<file path="src/rtl/cclc_pkg.sv">
package cclc_pkg;

    localparam int unsigned COUNT_W   = 8;
    localparam int unsigned ROLE_W    = 3;
    localparam int unsigned STATUS_W  = 3;
    localparam logic [COUNT_W-1:0] PREFIX_LEN = 8'd8;

    // Byte roles.
    localparam logic [ROLE_W-1:0] ROLE_PREFIX  = 3'd0;
    localparam logic [ROLE_W-1:0] ROLE_SEP     = 3'd1;
    localparam logic [ROLE_W-1:0] ROLE_NONCE   = 3'd2;
    localparam logic [ROLE_W-1:0] ROLE_SESSION = 3'd3;
    localparam logic [ROLE_W-1:0] ROLE_EXTRA   = 3'd4;

    // Line verdicts.
    localparam logic [STATUS_W-1:0] STATUS_OK          = 3'd0;
    localparam logic [STATUS_W-1:0] STATUS_BAD_PREFIX  = 3'd1;
    localparam logic [STATUS_W-1:0] STATUS_BAD_NONCE   = 3'd2;
    localparam logic [STATUS_W-1:0] STATUS_BAD_SESSION = 3'd3;
    localparam logic [STATUS_W-1:0] STATUS_TOO_MANY    = 3'd4;

    localparam logic [7:0] CH_NUL   = 8'h00;
    localparam logic [7:0] CH_TAB   = 8'h09;
    localparam logic [7:0] CH_LF    = 8'h0A;
    localparam logic [7:0] CH_CR    = 8'h0D;
    localparam logic [7:0] CH_SPACE = 8'h20;

    typedef struct packed {
        logic [COUNT_W-1:0] chunk_count;
        logic               prefix_bad;
        logic               content_cut;
        logic [1:0]         token_number;
        logic               inside_token;
        logic [7:0]         token_length;
        logic               nonce_bad;
        logic               session_bad;
    } line_state_t;

    typedef struct packed {
        logic [7:0]          echo_byte;
        logic [ROLE_W-1:0]   byte_role;
        logic                line_end;
        logic [STATUS_W-1:0] line_status;
        logic                has_session;
    } result_t;

    function automatic logic [7:0] prefix_char(input logic [2:0] idx);
        logic [7:0] c;
        case (idx)
            3'd0:    c = "C";
            3'd1:    c = "A";
            3'd2:    c = "P";
            3'd3:    c = "T";
            3'd4:    c = "U";
            3'd5:    c = "R";
            3'd6:    c = "E";
            default: c = " ";
        endcase
        return c;
    endfunction

    function automatic logic is_digit(input logic [7:0] c);
        return (c >= "0") && (c <= "9");
    endfunction

    function automatic logic is_lower_hex(input logic [7:0] c);
        return is_digit(c) || ((c >= "a") && (c <= "f"));
    endfunction

    function automatic logic is_session_char(input logic [7:0] c);
        return ((c >= "a") && (c <= "z")) || ((c >= "A") && (c <= "Z")) ||
               is_digit(c) || (c == "-") || (c == "_") || (c == ".") || (c == ":");
    endfunction

endpackage

</file>
<file path="src/rtl/cclc_step.sv">
module cclc_step #(
    parameter int unsigned LINE_BUFFER   = 256,
    parameter int unsigned NONCE_CHARS   = 64,
    parameter int unsigned SESSION_LIMIT = 128
) (
    input  cclc_pkg::line_state_t state,
    input  logic [7:0]            in_byte,
    output cclc_pkg::line_state_t state_next,
    output cclc_pkg::result_t     result
);
    import cclc_pkg::*;

    localparam logic [COUNT_W-1:0] LAST_POS  = COUNT_W'(LINE_BUFFER - 2);
    localparam logic [7:0]         NONCE_LEN = 8'(NONCE_CHARS);
    localparam logic [8:0]         SESS_MAX  = 9'(SESSION_LIMIT);

    line_state_t          upd;
    logic                 is_cut_char;
    logic                 is_blank;
    logic                 sep_close;
    logic                 last;
    logic [ROLE_W-1:0]    role;
    logic [STATUS_W-1:0]  status;
    logic                 sess;

    always_comb
    begin
        upd         = state;
        role        = ROLE_SEP;
        sep_close   = 1'b0;
        is_cut_char = (in_byte == CH_CR) || (in_byte == CH_LF) || (in_byte == CH_NUL);
        is_blank    = (in_byte == CH_SPACE) || (in_byte == CH_TAB);

        if (state.chunk_count < PREFIX_LEN)
        begin
            role = ROLE_PREFIX;
            if (in_byte != prefix_char(state.chunk_count[2:0]))
            begin
                upd.prefix_bad = 1'b1;
            end
        end
        else if (state.prefix_bad || state.content_cut)
        begin
            role = ROLE_SEP;
        end
        else if (is_cut_char)
        begin
            upd.content_cut = 1'b1;
            sep_close       = 1'b1;
        end
        else if (is_blank)
        begin
            sep_close = 1'b1;
        end
        else
        begin
            if (!state.inside_token)
            begin
                upd.inside_token = 1'b1;
                upd.token_length = 8'd0;
                if (state.token_number != 2'd3)
                begin
                    upd.token_number = state.token_number + 2'd1;
                end
            end
            if (upd.token_length != 8'hFF)
            begin
                upd.token_length = upd.token_length + 8'd1;
            end
            case (upd.token_number)
                2'd1:
                begin
                    role = ROLE_NONCE;
                    if (!is_lower_hex(in_byte))
                    begin
                        upd.nonce_bad = 1'b1;
                    end
                end
                2'd2:
                begin
                    role = ROLE_SESSION;
                    if (!is_session_char(in_byte))
                    begin
                        upd.session_bad = 1'b1;
                    end
                end
                default: role = ROLE_EXTRA;
            endcase
        end

        last = (in_byte == CH_LF) || (state.chunk_count >= LAST_POS);

        // A separator closes the open token; so does the end of a chunk with a good prefix.
        // Closing twice is harmless, as the second close finds no open token.
        if ((sep_close || (last && !upd.prefix_bad)) && upd.inside_token)
        begin
            if ((upd.token_number == 2'd1) && (upd.token_length != NONCE_LEN))
            begin
                upd.nonce_bad = 1'b1;
            end
            if ((upd.token_number == 2'd2) && ({1'b0, upd.token_length} >= SESS_MAX))
            begin
                upd.session_bad = 1'b1;
            end
            upd.inside_token = 1'b0;
        end

        if (upd.prefix_bad)
        begin
            status = STATUS_BAD_PREFIX;
        end
        else if ((upd.token_number == 2'd0) || upd.nonce_bad)
        begin
            status = STATUS_BAD_NONCE;
        end
        else if (upd.session_bad)
        begin
            status = STATUS_BAD_SESSION;
        end
        else if (upd.token_number == 2'd3)
        begin
            status = STATUS_TOO_MANY;
        end
        else
        begin
            status = STATUS_OK;
        end
        sess = !upd.prefix_bad && (upd.token_number >= 2'd2);

        upd.chunk_count = state.chunk_count + 8'd1;

        if (last)
        begin
            state_next = '0;
        end
        else
        begin
            state_next = upd;
        end

        result.echo_byte   = in_byte;
        result.byte_role   = role;
        result.line_end    = last;
        result.line_status = last ? status : STATUS_OK;
        result.has_session = last && sess;
    end

endmodule

</file>
<file path="config.mk">
export PLATFORM = sky130hd
export DESIGN_NAME = cclc_step
export DESIGN_NICKNAME = d
export VERILOG_FILES = /design/src/rtl/cclc_pkg.sv /design/src/rtl/cclc_step.sv
export SDC_FILE = /design/constraint.sdc
export NUM_CORES = 1
export LEC_CHECK = 0
export BUFFER_PORTS_ARGS = -buffer_cell sky130_fd_sc_hd__buf_2
export CAP_MARGIN = 25
export CORE_MARGIN = 3
export CORE_UTILIZATION = 54
export DETAILED_ROUTE_END_ITERATION = 10
export GPL_TIMING_DRIVEN = 1
export PLACE_DENSITY = 0.95
export SLEW_MARGIN = 20
export SYNTH_ARGS = -nofsm -noshare
export SYNTH_HDL_FRONTEND = slang
export SYNTH_SLANG_ARGS = --single-unit
</file>
<file path="constraint.sdc">
create_clock -name vclk -period 5.4
set_input_delay 0.81 -clock vclk [all_inputs]
set_output_delay 0.81 -clock vclk [all_outputs]
set_load 0.005 [all_outputs]
</file>
# --- After elaboration in Yosys (flattened, before gate mapping) ---
# Index checks and enable logic that the tools add are counted.
op_classes:
  order_cmp: 11
  shifts: 0
  n_mul: 0
  div: 0
  n_mux: 39
  add_sub_neg: 3
  reduce_logical: 28
  eq_ne: 23
  n_bitwise: 0
op_table:
  columns: ["operator", "count"]
  rows:
  - ["11-bit two-way mux", 5]
  - ["7-bit one-hot mux with 7 select lines", 1]
  - ["8-bit by 6-bit equality test with 1-bit output (second input constant)", 4]
  - ["14-bit two-way mux", 2]
  - ["3-bit two-way mux", 9]
  - ["13-bit two-way mux", 2]
  - ["8-bit by 4-bit equality test with 1-bit output (second input constant)", 3]
  - ["8-bit by 7-bit less-or-equal comparator with 1-bit output (second input constant)", 3]
  - ["23-bit two-way mux", 1]
  - ["8-bit by 1-bit adder with 8-bit output (second input constant)", 2]
  - ["8-bit by 7-bit >= comparator with 1-bit output (second input constant)", 2]
  - ["8-bit >= comparator (second input constant)", 2]
  - ["8-bit two-way mux", 2]
  - ["1-bit logical OR", 14]
  - ["1-bit two-way mux", 14]
  - ["1-bit logical AND", 10]
  - ["3-bit equality test (second input constant)", 3]
  - ["8-bit by 7-bit equality test with 1-bit output (second input constant)", 1]
  - ["8-bit by 6-bit >= comparator with 1-bit output (second input constant)", 1]
  - ["8-bit by 6-bit less-or-equal comparator with 1-bit output (second input constant)", 1]
  - ["8-bit logical NOT", 1]
  - ["8-bit by 4-bit less-than comparator with 1-bit output (second input constant)", 1]
  - ["8-bit by 7-bit != test with 1-bit output (second input constant)", 1]
  - ["8-bit != test", 1]
  - ["other kinds (13)", 18]
word_totals:
  memories: 0
  wordCells: 104
  in_bits: 31
  output_inout_bits: 39
  latch_bits: 0
  register_bits: 0
  mem_bits_rw: 0
  rom_bits: 0

# --- Longest topological paths before layout ---
# Gate-level depths: netlist of run 1.
depth:
  word_depth: 22
  depth_mapped: 11
  mapped_depth_nobuf: 10

# --- Worst setup path before layout of run 1 ---
# No wires, ideal clock.
synth_path:
  path_type: "input-to-output"
  startpoint: "input state[10] (netlist name)"
  endpoint: "output result[3] (netlist name)"
  t_arrival_ps: 2898
  path_slack_ps: 1692
  path_stages: 11
  path_buffers: 2
  path_cell_list: "clkbuf_1 > and2_1 > ha_1 > clkbuf_1 > nand4_1 > nor2_1 > or3_1 > a22oi_1 > mux2i_1 > o41ai_4 > and4_1"
synth_rtl:
  columns: ["element", "line", "text"]
  rows:
  - ["start: declaration", "cclc_step.sv:6", "input cclc_pkg::line_state_t state,"]
  - ["end: declaration", "cclc_step.sv:9", "output cclc_pkg::result_t result"]

==> out/results.ini, run 1 <==
[run_status]
outcome=completed

[critical_path]
worst-path-buf-inv=3
critical_path_arrival_ns=3.33
slowest_stage=o41ai_4
path_delay_family=compound AO/OA/AOI/OAI gates
endpoint_kind=output port
crit_path_max_fanout=17
crit_required_ns=4.59
path_class=input port to output port
critPathLaunchType=input port
crit_path_max_incr_delay_ns=0.44
path_cells=buf_2 -> nand2_1 -> inv_1 -> ha_1 -> nand4_1 -> nor2_1 -> nand2_1 -> a22oi_1 -> mux2i_1 -> o41ai_4 -> a32o_1 -> buf_2

[final_layout]
fillers=268
n_antenna_cell=0
ff_latch_area_um2=0
nClkBuffers=0
design.seq.count=0
final_nets=319
final_layout_size_suffix_gt1_share_pct=30.0
multi_input_area_um2=1310
area_growth_pct=15.6
post-route-util_pct=67.4

[floorplanning]
fp.dieH_um=58.7
coreArea_um2=2570
dieArea_um2=3440
ios=70
die_w_um=58.7
floorplan.initialDensity_pct=58.3
rows=18

[cts]
post_cts_resized=0
cts_setup_buffers=0
hold_buffers=0

[flow_run]
max_cap_violations=0

[sta]
finalHoldViolations=0
layout_min_cycle_time_ns=4.14
timing.final.max_slew_violations=0
worstMarginPinSlew_ns=1.00
setup_viol=0
post-route-period-util_pct=76.6
slew_headroom_pct=33.3
rsz0062_at_grt=no
fin_setup_tns_ns=0
fmax_ghz=0.242

[routing]
wl_per_cell_um=14.6
via_per_inst=6.16
drt_iter0_drc=176
totalWireLength_mm=4.47
drc=0
first_pass_iters=5
drtAntennaViolNets=0
vias=1891

[power]
p_per_area_nw_per_um2=70.1
p_leak_uw=0.000778
finalPower_uw=121
peakVddDrop_uv=46.5

[placed_design]
gp_congestion=0.900
port_buffers=70
dp.final_hpwl_mm=3.52

[logic_synthesis]
synth_area_leaders=ha_1 (7.5%), nor2_1 (7.0%), buf_4 (6.5%)
seq_area_frac_synth_pct=0
synth_cell_type_count=55
synth_area_per_cell_um2=6.51
synth_cells=230
syn_area_um2=1500
netlist.area_leader.share_pct=7.52
syn_nets=270
synth_top_cell_by_area=ha_1
yosysWarnings=0

[grt]
met2_usage_pct=41.9
grt_overflow=0
use_met1_pct=35.9
grt_pass1_wl_mm=7.07
grt_usage_pct=24.8
busiest_layer=met2
grt_max_degree=27
antenna_found_initial=0
grt_pass1_vias=1575
grt_util_met3_pct=0.877

[worst_hold_path]
min_path_type=input port to output port

[placed cells by master, fill, tap and decap left out, drive strengths merged, types with 2 or more instances in the layout]
cell     n
o21ai   16
xnor2    5
mux2i    6
a22oi    3
nand2   18
nor3     6
o22ai    2
nand3    7
nor2    29
a211oi   5
and2     9
inv      9
nand3b   2
or3      5
a21oi   12
o21a     2
nor3b    2
or4      2
ha       9
or2      2
xor2     6
and4     3
o41ai    3
a21o     3
nand4    7
nor4b    2
buf     70
a31oi    7
nor2b    7
nand2b   4
and3     4
[through the flow]
step	hold WS [ns]	area (um2)	std cells	setup WS, ns
final	1.89	1730	307	1.26
after global routing	1.90	1730	307	1.03
after CTS	1.89	1730	307	1.32
after detailed placement	1.89	1730	307	1.32
after global placement	1.88	1730	307	1.39
after floorplan	1.65	1500	230	1.69
[cell usage after synthesis, types with 2 or more instances]
master / number
a22oi_1: 3
nand3_1: 7
nor3b_1: 2
nand2b_1: 4
nor2b_1: 7
a31oi_1: 7
mux2i_1: 6
nand2_1: 17
ha_1: 9
buf_4: 13
or2_2: 2
nor3_1: 5
o21a_1: 2
xor2_1: 6
and2_1: 9
o41ai_1: 2
nand3b_1: 2
o21ai_1: 3
buf_2: 3
or3_1: 4
a21o_1: 3
nor4b_1: 2
nor2_1: 28
and4_1: 2
a211oi_1: 5
a21oi_1: 11
xnor2_1: 5
o21ai_0: 13
buf_6: 2
clkbuf_1: 5
inv_1: 9
and3_1: 3
nand4_1: 7
[layout make-up]
| cell class | count | area share [%] |
|---|---|---|
| multi-input combinational | 198 | 75.7 |
| timing repair buffer | 70 | 20.2 |
| tap | 30 | 2.17 |
| inverter | 9 | 1.95 |
[report_power, final]
part           internal (uW)  switching (uW)  leakage [uW]  total, uW
clock network              0               0             0          0
logic                   51.2            70.1      0.000778        121
registers                  0               0             0          0
[routing by layer]
layer | part of all wire, % | vias up
met5 | 0 | -
met4 | 1.1 | 0
met3 | 9.0 | 13
met2 | 46 | 115
met1 | 43 | 833
li1 | - | 930
[cell families after synthesis]
family / after synthesis / synth area share, %
AOI/OAI and AO/OA: 61 / 28.0
adders and majority gates: 9 / 7.52
muxes: 6 / 4.01
and+or+nand+nor: 111 / 41.5
xor gates and xnor gates: 11 / 6.43
buffers and inverters: 32 / 12.5
[final timing paths]
check | cells after the start | end | start | slack (ns)
worst min-delay path | 2 | result[13] | in_byte[5] | 1.89
worst max-delay path | 12 | result[1] | state[10] | 1.26
Power figures use the tool's default switching activity.
==> run 2: changes to the inputs <==
Settings changed: CORE_UTILIZATION 54 to 50, PLACE_DENSITY 0.95 to 0.93.
Clock period 5.4 ns to 4.3 ns, I/O delays scaled along.
==> out/results.ini, run 2 (synthesis results as in run 1) <==
[floorplanning]
floorplan.initialDensity_pct=53.4
rows=19
fp.dieH_um=60.7
dieArea_um2=3690
die_w_um=60.7
ios=70
coreArea_um2=2810

[critical_path]
crit_required_ns=3.65
path_cells=buf_2 -> nand2_1 -> inv_1 -> ha_1 -> nand4_1 -> nor2_1 -> nand2_1 -> a22oi_1 -> mux2i_1 -> o41ai_4 -> and4_1 -> buf_2
critPathLaunchType=input port
critical_path_arrival_ns=3.08
endpoint_kind=output port
worst-path-buf-inv=3
crit_path_max_fanout=17
path_class=input port to output port
crit_path_max_incr_delay_ns=0.42
path_delay_family=simple AND/OR/NAND/NOR gates
slowest_stage=o41ai_4

[final_layout]
final_layout_size_suffix_gt1_share_pct=30.2
fillers=283
design_area_um2=1740
design.seq.count=0
n_antenna_cell=0
final_nets=320
final_common_cell=buf_2
instances_no_fill=309
layout_common_cells=buf_2 (70), nor2_1 (28), nand2_1 (17)
nClkBuffers=0
multi_input_area_um2=1310
area_growth_pct=16.2
ff_latch_area_um2=0

[sta]
fmax_ghz=0.269
post-route-period-util_pct=86.6
slew_headroom_pct=52.3
setup_viol=0
finalHoldViolations=0
timing.final.max_slew_violations=0
rsz0062_at_grt=no
fin_setup_tns_ns=0
fin_ws_ns=0.578
layout_min_cycle_time_ns=3.72
whs_ns=1.55
worstMarginPinSlew_ns=0.716

[grt]
grt_usage_pct=24.0
grt_overflow=0
antenna_found_initial=0
grt_pass1_vias=1666
grt_max_degree=18
grt_pass1_wl_mm=7.16

[routing]
drc=0
totalWireLength_mm=4.46
vias=1915
drtAntennaViolNets=0
wl_per_cell_um=14.4
first_pass_iters=4
via_per_inst=6.20
drt_iter0_drc=203

[placed_design]
place_area_um2=1740
dp.final_hpwl_mm=3.55
gp_congestion=0.932
placedCellCount=309
dp_slack_ns=0.612
port_buffers=70

[cts]
cts_setup_buffers=0
post_cts_resized=0
hold_buffers=0

[worst_hold_path]
whs_path_depth=2
hp-start=in_byte[6]
min_delay_worst_endpoint=result[14]
min_path_type=input port to output port

[power]
peakVddDrop_uv=52.1
p_per_area_nw_per_um2=87.6
p_comb_share_pct=100.0
sw_frac_of_total_pct=57.7
p_sw_uw=88.0
pwr-share-clk_pct=0
p_leak_uw=0.000784
seq_power_share_pct=0
p_int_uw=64.6

[flow_run]
max_cap_violations=0

[run_status]
outcome=completed

==> run 2: how the worst max path moves through the flow <==
stage                          from         to  slack (ns)  depth (start not counted)
after CTS                 state[10]  result[1]        0.60                         12
after global routing      state[10]  result[1]        0.32                         12
after global placement    state[10]  result[3]        0.71                         12
after floorplan           state[10]  result[3]        0.92                         11
after detailed placement  state[10]  result[3]        0.61                         12
final                     state[10]  result[3]        0.58                         12
==> run 2: layout make-up <==
| cell class | instances | share of cell area [%] |
|---|---|---|
| Tap cell | 31 | 2.23 |
| Inverter | 9 | 1.94 |
| Multi-Input combinational cell | 198 | 75.3 |
| Timing Repair Buffer | 71 | 20.6 |
==> run 2: metal layers <==
layer / up-vias / track usage (%) / part of all wire [%]
li1: 933 / - / -
met1: 898 / 32.3 / 44
met2: 80 / 42.7 / 49
met3: 4 / 1.06 / 6.5
met4: 0 / 4.33 / 0.87
met5: - / 0 / 0
==> run 2: metrics by stage <==
| step | power (uW) | util, % |
|---|---|---|
| 6_report | 153 | 62.0 |
| 5_1_grt | 170 | 62.0 |
| 4_1_cts | 151 | 62.0 |
| 3_5_place_dp | 150 | 62.0 |
| 3_3_place_gp | 146 | 62.0 |
| 2_1_floorplan | 95.7 | - |
==> run 2: power by group through the flow <==
stage	Combinational [uW]	Clock (uW)	Sequential, uW
6_report	153	0	0
5_1_grt	170	0	0
4_1_cts	151	0	0
3_5_place_dp	150	0	0
3_3_place_gp	146	0	0
2_1_floorplan	95.7	0	0
==> run 3: changes to the inputs <==
Settings changed: ABC_AREA set to 1, CORE_UTILIZATION 50 to 51.
==> out/results.ini, run 3 <==
[placed_design]
gp_congestion=0.923
dp_slack_ns=0.913
port_buffers=70
dp.final_hpwl_mm=3.58

[logic_synthesis]
syn_nets=355
synthMuxAreaShare_pct=0
synth-compound-area-share_pct=13.3
syn_area_um2=1590
synth_area_per_cell_um2=5.03
synth_top_cell_by_area=nand2_1
seq_area_frac_synth_pct=0
synth-simple-area-share_pct=59.0
synthAdderAreaFrac_pct=7.10
synth_top_family_by_area=simple AND/OR/NAND/NOR gates
yosysMostFrequentCell=nand2_1
yosys-top-cells-count=nand2_1 (82), nor2_1 (58), inv_1 (45), nand3_1 (20), a21oi_1 (13)
synth_area_leaders=nand2_1 (19%), nor2_1 (14%), inv_1 (11%)
netlist.area_leader.share_pct=19.4
yosysWarnings=0
synth-xor-area-share_pct=1.10
synth_cells=315
synth_cell_type_count=37

[final_layout]
nClkBuffers=0
multi_input_area_um2=1270
final_nets=413
final_common_cell=nand2_1
area_growth_pct=17.8
design.seq.count=0
layout_common_cells=nand2_1 (82), buf_2 (70), nor2_1 (58)
n_antenna_cell=0
ff_latch_area_um2=0
fillers=280
final_layout_size_suffix_gt1_share_pct=28.8

[worst_hold_path]
min_path_type=input port to output port

[sta]
timing.final.max_slew_violations=0
setup_viol=0
fin_ws_ns=0.863
worstMarginPinSlew_ns=0.507
post-route-period-util_pct=79.9
rsz0062_at_grt=no
layout_min_cycle_time_ns=3.44
fmax_ghz=0.291
fin_setup_tns_ns=0
slew_headroom_pct=65.8
finalHoldViolations=0

[cts]
post_cts_resized=0
cts_setup_buffers=0
hold_buffers=0

[routing]
wl_per_cell_um=10.4
drtAntennaViolNets=0
dr.max_layer_used=met4
wl_met3_um=328
wl_met2_mm=1.96
drt_iter0_drc=135
drt-met1-wl_mm=1.85
vias=2051
first_pass_iters=5
via_per_inst=5.10
totalWireLength_mm=4.18
drc=0

[power]
p_leak_uw=0.00113
peakVddDrop_uv=48.3
p_per_area_nw_per_um2=86.9
finalPower_uw=162

[flow_run]
max_cap_violations=0

[critical_path]
crit_required_ns=3.65
crit_path_max_fanout=9
endpoint_kind=output port
critPathLaunchType=input port
path_class=input port to output port
critical_path_arrival_ns=2.79

[floorplanning]
dieArea_um2=3810
rows=19
coreArea_um2=2850
ios=70
floorplan.initialDensity_pct=55.6
die_w_um=61.8
fp.dieH_um=61.8

[grt]
antenna_found_initial=0
grt_pass1_vias=1733
grt_max_degree=24
grt_overflow=0
grt_pass1_wl_mm=6.71
grt_usage_pct=21.6

[run_status]
outcome=completed

==> run 3: cell types whose count changed after synthesis, sizes merged, moves of 6 or more <==
cell   delta
a31oi     -6
inv      +43
and2      -9
nor2b     -7
nand3    +16
nor2     +39
mux2i     -6
nand2    +74
==> run 3: cells by family (layout without fill, tap and decap cells) <==
group | Yosys count | in the layout
and+or+nand+nor | 202 | 202
buffers and inverters | 67 | 123
AOI/OAI and AO/OA | 35 | 35
adders and majority gates | 9 | 9
xor gates and xnor gates | 2 | 2
==> run 3: metrics by stage <==
stage	hold slack, ns	cell area (um2)	cells	utilization, %
detailed placement	1.51	1870	402	65.4
floorplan	1.32	1590	315	-
global placement	1.51	1870	402	65.4
CTS	1.51	1870	402	65.4
global route	1.54	1870	402	65.4
finish	1.50	1870	402	65.4
==> run 3: per-layer routing <==
| layer | track usage (%) | vias up |
|---|---|---|
| met2 | 38.9 | 81 |
| met1 | 28.7 | 871 |
| met5 | 0 | - |
| li1 | - | 1093 |
| met3 | 0.826 | 6 |
| met4 | 3.94 | 0 |
==> run 3: area by class of cell <==
| cell class | count | area share [%] |
|---|---|---|
| timing repair buffer | 71 | 19.2 |
| inverter | 52 | 10.5 |
| multi-input combinational | 248 | 68.3 |
| tap | 31 | 2.08 |
==> run 3: path summary, 6_finish.rpt <==
path	from	end	slack, ns	depth (start not counted)
worst max-delay path	state[10]	result[2]	0.86	20
worst min-delay path	in_byte[6]	result[14]	1.50	2
==> run 3: report_power, final <==
group / switching (uW) / internal (uW)
sequential: 0 / 0
clock: 0 / 0
combinational: 98.4 / 63.7
total: 98.4 / 63.7
==> run 3: worst max-delay path: stages <==
cell	delay, ns
buf_2	0.19
nand2_1	0.15
inv_1	0.09
ha_1	0.17
nand2_1	0.08
nor2_2	0.14
nand3_1	0.18
inv_1	0.19
nand2_1	0.06
o21ai_0	0.07
nand2_1	0.08
o21ai_2	0.07
nand2_1	0.07
nor2_1	0.11
nand2_1	0.08
nand2_2	0.09
nand3_2	0.08
nor2_1	0.09
nor2_1	0.04
buf_2	0.12
